## config.mk

```make
export PLATFORM = sky130hd
export DESIGN_NAME = lhm_div
export DESIGN_NICKNAME = d
export VERILOG_FILES = /design/src/rtl/lhm_pkg.sv /design/src/rtl/lhm_div.sv
export SDC_FILE = /design/constraint.sdc
export NUM_CORES = 1
export LEC_CHECK = 0
export ABC_CLOCK_PERIOD_IN_PS = 3100
export CAP_MARGIN = 20
export CORE_ASPECT_RATIO = 0.75
export CORE_MARGIN = 1.5
export CORE_UTILIZATION = 61
export CTS_BUF_LIST = sky130_fd_sc_hd__clkbuf_8
export DETAILED_ROUTE_END_ITERATION = 10
export DONT_BUFFER_PORTS = 1
export PLACE_DENSITY = 0.86
export SLEW_MARGIN = 20
export SYNTH_ARGS = -nofsm -noshare
export SYNTH_HDL_FRONTEND = slang
export SYNTH_SLANG_ARGS = --single-unit
```

## constraint.sdc

```tcl
create_clock -name clk_i -period 3.1 [get_ports clk_i]
set_clock_uncertainty 0.2 [all_clocks]
set_input_delay 0.155 -clock clk_i [delete_from_list [all_inputs] [get_ports clk_i]]
set_output_delay 0.155 -clock clk_i [all_outputs]
set_load 0.005 [all_outputs]
```

## src/rtl/lhm_pkg.sv

```systemverilog
`timescale 1ns / 1ps
// Shared types and constants for the latency histogram monitor.
// No dependencies; every other file of the block imports this package.
package lhm_pkg;

  localparam int unsigned DATA_W      = 32;
  localparam int unsigned TOTAL_W     = 64;
  localparam int unsigned BIN_FIELD_W = 8;
  localparam int unsigned CFG_IDX_W   = 1;

  localparam logic ACT_RECORD = 1'b0;
  localparam logic ACT_READ   = 1'b1;

  localparam logic [CFG_IDX_W-1:0] CFG_RANGE_LOW  = 1'b0;
  localparam logic [CFG_IDX_W-1:0] CFG_RANGE_HIGH = 1'b1;

  localparam logic [DATA_W-1:0] RANGE_LOW_RST  = 32'd0;
  localparam logic [DATA_W-1:0] RANGE_HIGH_RST = 32'd20000;

  typedef enum logic [2:0] {
    ST_CLEAR,
    ST_IDLE,
    ST_PREP,
    ST_DIV_GO,
    ST_DIV_WAIT,
    ST_READ,
    ST_UPD,
    ST_OUT
  } lhm_state_e;

  typedef struct packed {
    logic busy;
    logic done;
  } lhm_div_sts_t;

endpackage

```

## src/rtl/lhm_div.sv

```systemverilog
`timescale 1ns / 1ps
// Bit-serial bin divider: (diff * BIN_COUNT) / span, one quotient bit per cycle.
// Depends on lhm_pkg. Requires diff < span, so the quotient fits in the bin index.
module lhm_div #(
  parameter int unsigned BIN_COUNT = 200
) (
  input  logic                          clk_i,
  input  logic                          rst_ni,
  input  logic                          start_i,
  input  logic [lhm_pkg::DATA_W-1:0]    diff_i,
  input  logic [lhm_pkg::DATA_W-1:0]    span_i,
  output lhm_pkg::lhm_div_sts_t         sts_o,
  output logic [$clog2(BIN_COUNT)-1:0]  quot_o
);
  import lhm_pkg::*;

  localparam int unsigned BIN_W = $clog2(BIN_COUNT);
  localparam int unsigned PW    = DATA_W + BIN_W;
  localparam int unsigned SW    = $clog2(BIN_W + 1);

  logic [DATA_W-1:0] rem_q, rem_d;
  logic [BIN_W-1:0]  lq_q, lq_d;
  logic [SW-1:0]     cnt_q, cnt_d;
  logic              busy_q, busy_d;
  logic              done_q, done_d;

  logic [PW-1:0]     prod;
  logic [DATA_W:0]   rem_ext;
  logic [DATA_W:0]   rem_sub;
  logic              ge;

  // dividend: upper bits seed the remainder, lower bits shift in and are
  // replaced by quotient bits
  assign prod    = PW'(diff_i) * PW'(BIN_COUNT);
  assign rem_ext = {rem_q, lq_q[BIN_W-1]};
  assign rem_sub = rem_ext - {1'b0, span_i};
  assign ge      = (rem_ext >= {1'b0, span_i});

  always_comb begin
    rem_d  = rem_q;
    lq_d   = lq_q;
    cnt_d  = cnt_q;
    busy_d = busy_q;
    done_d = 1'b0;
    if (start_i) begin
      rem_d  = prod[PW-1:BIN_W];
      lq_d   = prod[BIN_W-1:0];
      cnt_d  = SW'(BIN_W);
      busy_d = 1'b1;
    end else if (busy_q) begin
      rem_d = ge ? rem_sub[DATA_W-1:0] : rem_ext[DATA_W-1:0];
      lq_d  = BIN_W'({lq_q, ge});
      cnt_d = cnt_q - SW'(1);
      if (cnt_q == SW'(1)) begin
        busy_d = 1'b0;
        done_d = 1'b1;
      end
    end
  end

  always_ff @(posedge clk_i or negedge rst_ni) begin
    if (!rst_ni) begin
      busy_q <= 1'b0;
      done_q <= 1'b0;
      cnt_q  <= '0;
    end else begin
      busy_q <= busy_d;
      done_q <= done_d;
      cnt_q  <= cnt_d;
    end
  end

  always_ff @(posedge clk_i) begin
    rem_q <= rem_d;
    lq_q  <= lq_d;
  end

  assign sts_o.busy = busy_q;
  assign sts_o.done = done_q;
  assign quot_o     = lq_q;

endmodule

```

==> run metrics <==
status=complete, but fails checks; failing checks=design-rule violations, negative setup slack; number of nets in the layout=1339; post-synthesis mux area share=0.825%; Mapped Cells=910; Antenna diodes=0; first-pass GRT wire length=37100 µm; FF/Latch Area=1320 µm²; clk buf depth=2; Critical Path, Cell by Cell=ha_1 -> nand4_1 -> nor4_2 -> buf_4 -> nand3_4 -> a21oi_4 -> nor4b_4 -> buf_4 -> o41a_4 -> buf_4 -> buf_6 -> nor2_1 -> a211oi_4 -> a21oi_1; fill count=402; Synth Area in Adders=29.5%; r2r endpoint=rem_q[16]; RSZ-0062 raised after global routing=yes; hold wc startpoint=start_i; Post-Syn Nets=1139; Final ANT Viol Nets=0; Hold Path End=rem_q[28]; total congestion overflow=0; max frequency=249 MHz; pwr/cell area=1060 nW/µm²; largest net degree at the start of global routing=78; Die Y=99.6 µm; final setup vio count=33; async set or reset register ratio after synthesis=13.0%; Worst Max-Slew Pin Slew=0.946 ns; Die X=132 µm; largest family of logic cells by synthesized area=adder cells; clk root buf=clkbuf_8; Top cell by count, worst path=buf_4; routability cong.=0.959; drt first pass iters=11; Post-synth top cells=inv_1, ha_1, a21oi_1; Worst Setup Slack, final=-0.922 ns; TritonCTS buffer count=5; placed cell area=9440 µm²; Worst R2R Setup Slack=-0.92 ns; Final Hold Fails=0; Slew Limit Fails=0; DRT iter0 DRCs=1723; biggest area consumer among synthesized cells=ha_1; Main synth FF type=edfxtp_1; worst-case reg-to-reg path depth=14; H-tree depth=2; CP top delay family=simple AND/OR/NAND/NOR gates; Critical path buffers and inverters=4; Startpoint Class=flip-flop; syn_area_per_cell=8.34 µm²; CP required=2.94 ns; synth unique cells=77; Reg clk slew, reported paths=0.10 ns; Max FO, Critical Path=6; Design Area, Final=11100 µm²; initial antenna violation count=0; Final Cycle Share=130%; Routed wire per std cell=27.9 µm; vias in the first global route=7592; minimum clock period=4.02 ns; Multi-input gate area=6930 µm²; Critical Setup Path Class=reg2reg; Synth Area in Compound Gates=23.6%; synthesized cell area=7590 µm²; Synth-to-Final Area Change=46.3%; Synth Area in XOR/XNOR=6.23%; Skew-Pair Late Insertion Delay=0.34 ns; number of port buffers=0; die area=13100 µm²; Vias/cell=7.25; layout cells sized above 1=38.0%; core region area=12200 µm²; CP max stage delay=0.51 ns; Leak=5.22 nW; maximum vdd drop=581 µV; I/O Pins=77; TNS Setup=-15.19 ns; Hold Crit Class=in2reg; Min-Delay Path Depth=2; routed via count=9261; Slew Limit Headroom=36.9%; Crit. End Element=flip-flop; gr usage total=35.0%; CTS Sinks=46; Synth Register Bits=46; most frequent cell after synthesis=inv_1; Starting Density=62.1%; WL final=35600 µm; post-route DRC violation count=6; CTS tree=built; Synth Area in Simple Gates=12.0%; Max Cap Viol=0; Crit-path slowest cell=edfxtp_1; synth top area cells=ha_1, edfxtp_1, inv_1; post-synth top area share=22.1%; Post-synth EDFFs=37; Pwr Total=11.7 mW; Ys Warns=0; R2R Path Start=rem_q[26]; Core Util, Final=90.8%; Worst EP arrival=3.86 ns; sequential share of the synthesized area=17.4%; Rows=35; Detail Placement HPWL=16900 µm
-- repair_timing --
| item | 4_1_cts | 5_1_grt |
|---|---|---|
| resized for setup | 33 | 118 |
| hold buffers | 17 | 2 |
| endpoints found under the hold margin | 48 | 29 |
| gates cloned | 2 | 5 |
| pin swaps | 17 | 67 |
| endpoints found under the setup margin | 30 | 33 |
| setup buffers | 11 | 36 |
-- state kept, by name (all words and copies together), names as in the netlist --
| register | cells |
|---|---|
| busy_q | 1 |
| rem_q | 32 |
| done_q | 1 |
| cnt_q | 4 |
| quot_o | 8 |
-- worst max path at each step --
stage	start	endpoint	slack, ns	cells after the start
5_1_grt	rem_q[26]	rem_q[16]	-0.86	14
4_1_cts	rem_q[0]	rem_q[31]	-0.17	12
3_3_place_gp	diff_i[14]	rem_q[29]	-0.27	15
2_1_floorplan	diff_i[19]	rem_q[29]	-0.14	15
6_report	rem_q[26]	rem_q[16]	-0.92	14
3_5_place_dp	diff_i[8]	rem_q[28]	-0.37	15
-- layout by cell type (no fill, tap or decap), drive strengths merged, types with 5 or more instances in the layout --
master         n
xnor2         28
inv          173
nand2         49
a21o          41
a21oi         80
dfrtp          6
o21a           6
ha           134
nor3          11
nor2          54
nor2b          5
edfxtp        37
nand3         11
o211ai         7
buf          200
nand4         14
o21ai         41
xor2          26
fa            28
a22o           8
nand2b         8
dlygate4sd3   18
a211oi        27
clkbuf         9
o21bai         7
a31oi         11
and2           5
and3           6
-- worst register-to-register path: stages (launching register included) --
cell and delay, ns:
edfxtp_1 0.51, ha_1 0.37, nand4_1 0.34, nor4_2 0.39
buf_4 0.20, nand3_4 0.08, a21oi_4 0.16, nor4b_4 0.08
buf_4 0.16, o41a_4 0.17, buf_4 0.18, buf_6 0.12
nor2_1 0.21, a211oi_4 0.07, a21oi_1 0.50
-- logic make-up after synthesis --
logic type,Yosys count
xor+xnor,54
simple gates,182
fa+ha+maj,162
compound gates,261
buf+inv,199
mux,6
flops,46
-- final cells by class --
class                           instances  share of cell area (%)
Clock inverter                          3                   0.237
Inverter                              170                    5.75
Clock buffer                            5                   0.620
Multi-Input combinational cell        665                    62.5
Timing Repair Buffer                  222                    17.2
Sequential cell                        46                    11.9
Tap cell                              166                    1.87
-- per-stage QoR --
stage               hold WS [ns]  std cells  setup WS [ns]
finish                    0.0116       1277         -0.922
global route              0.0151       1277         -0.864
CTS                       -0.283       1234         -0.170
detailed placement        -0.340       1196         -0.369
global placement          -0.341       1196         -0.271
floorplan                 -0.341        910         -0.142
-- layer usage --
metal,GRT usage [%],part of all wire [%],vias up
met3,6.17,16,436
li1,-,-,3576
met4,16.2,10,0
met1,46.3,33,4136
met2,56.2,41,1113
met5,0,0,-
-- report_power, final --
group / switching (mW) / internal, mW
Clock: 0.273 / 0.169
Combinational: 5.33 / 4.49
Sequential: 0.432 / 1.06
No activity file was read; power rests on OpenSTA's default activity.
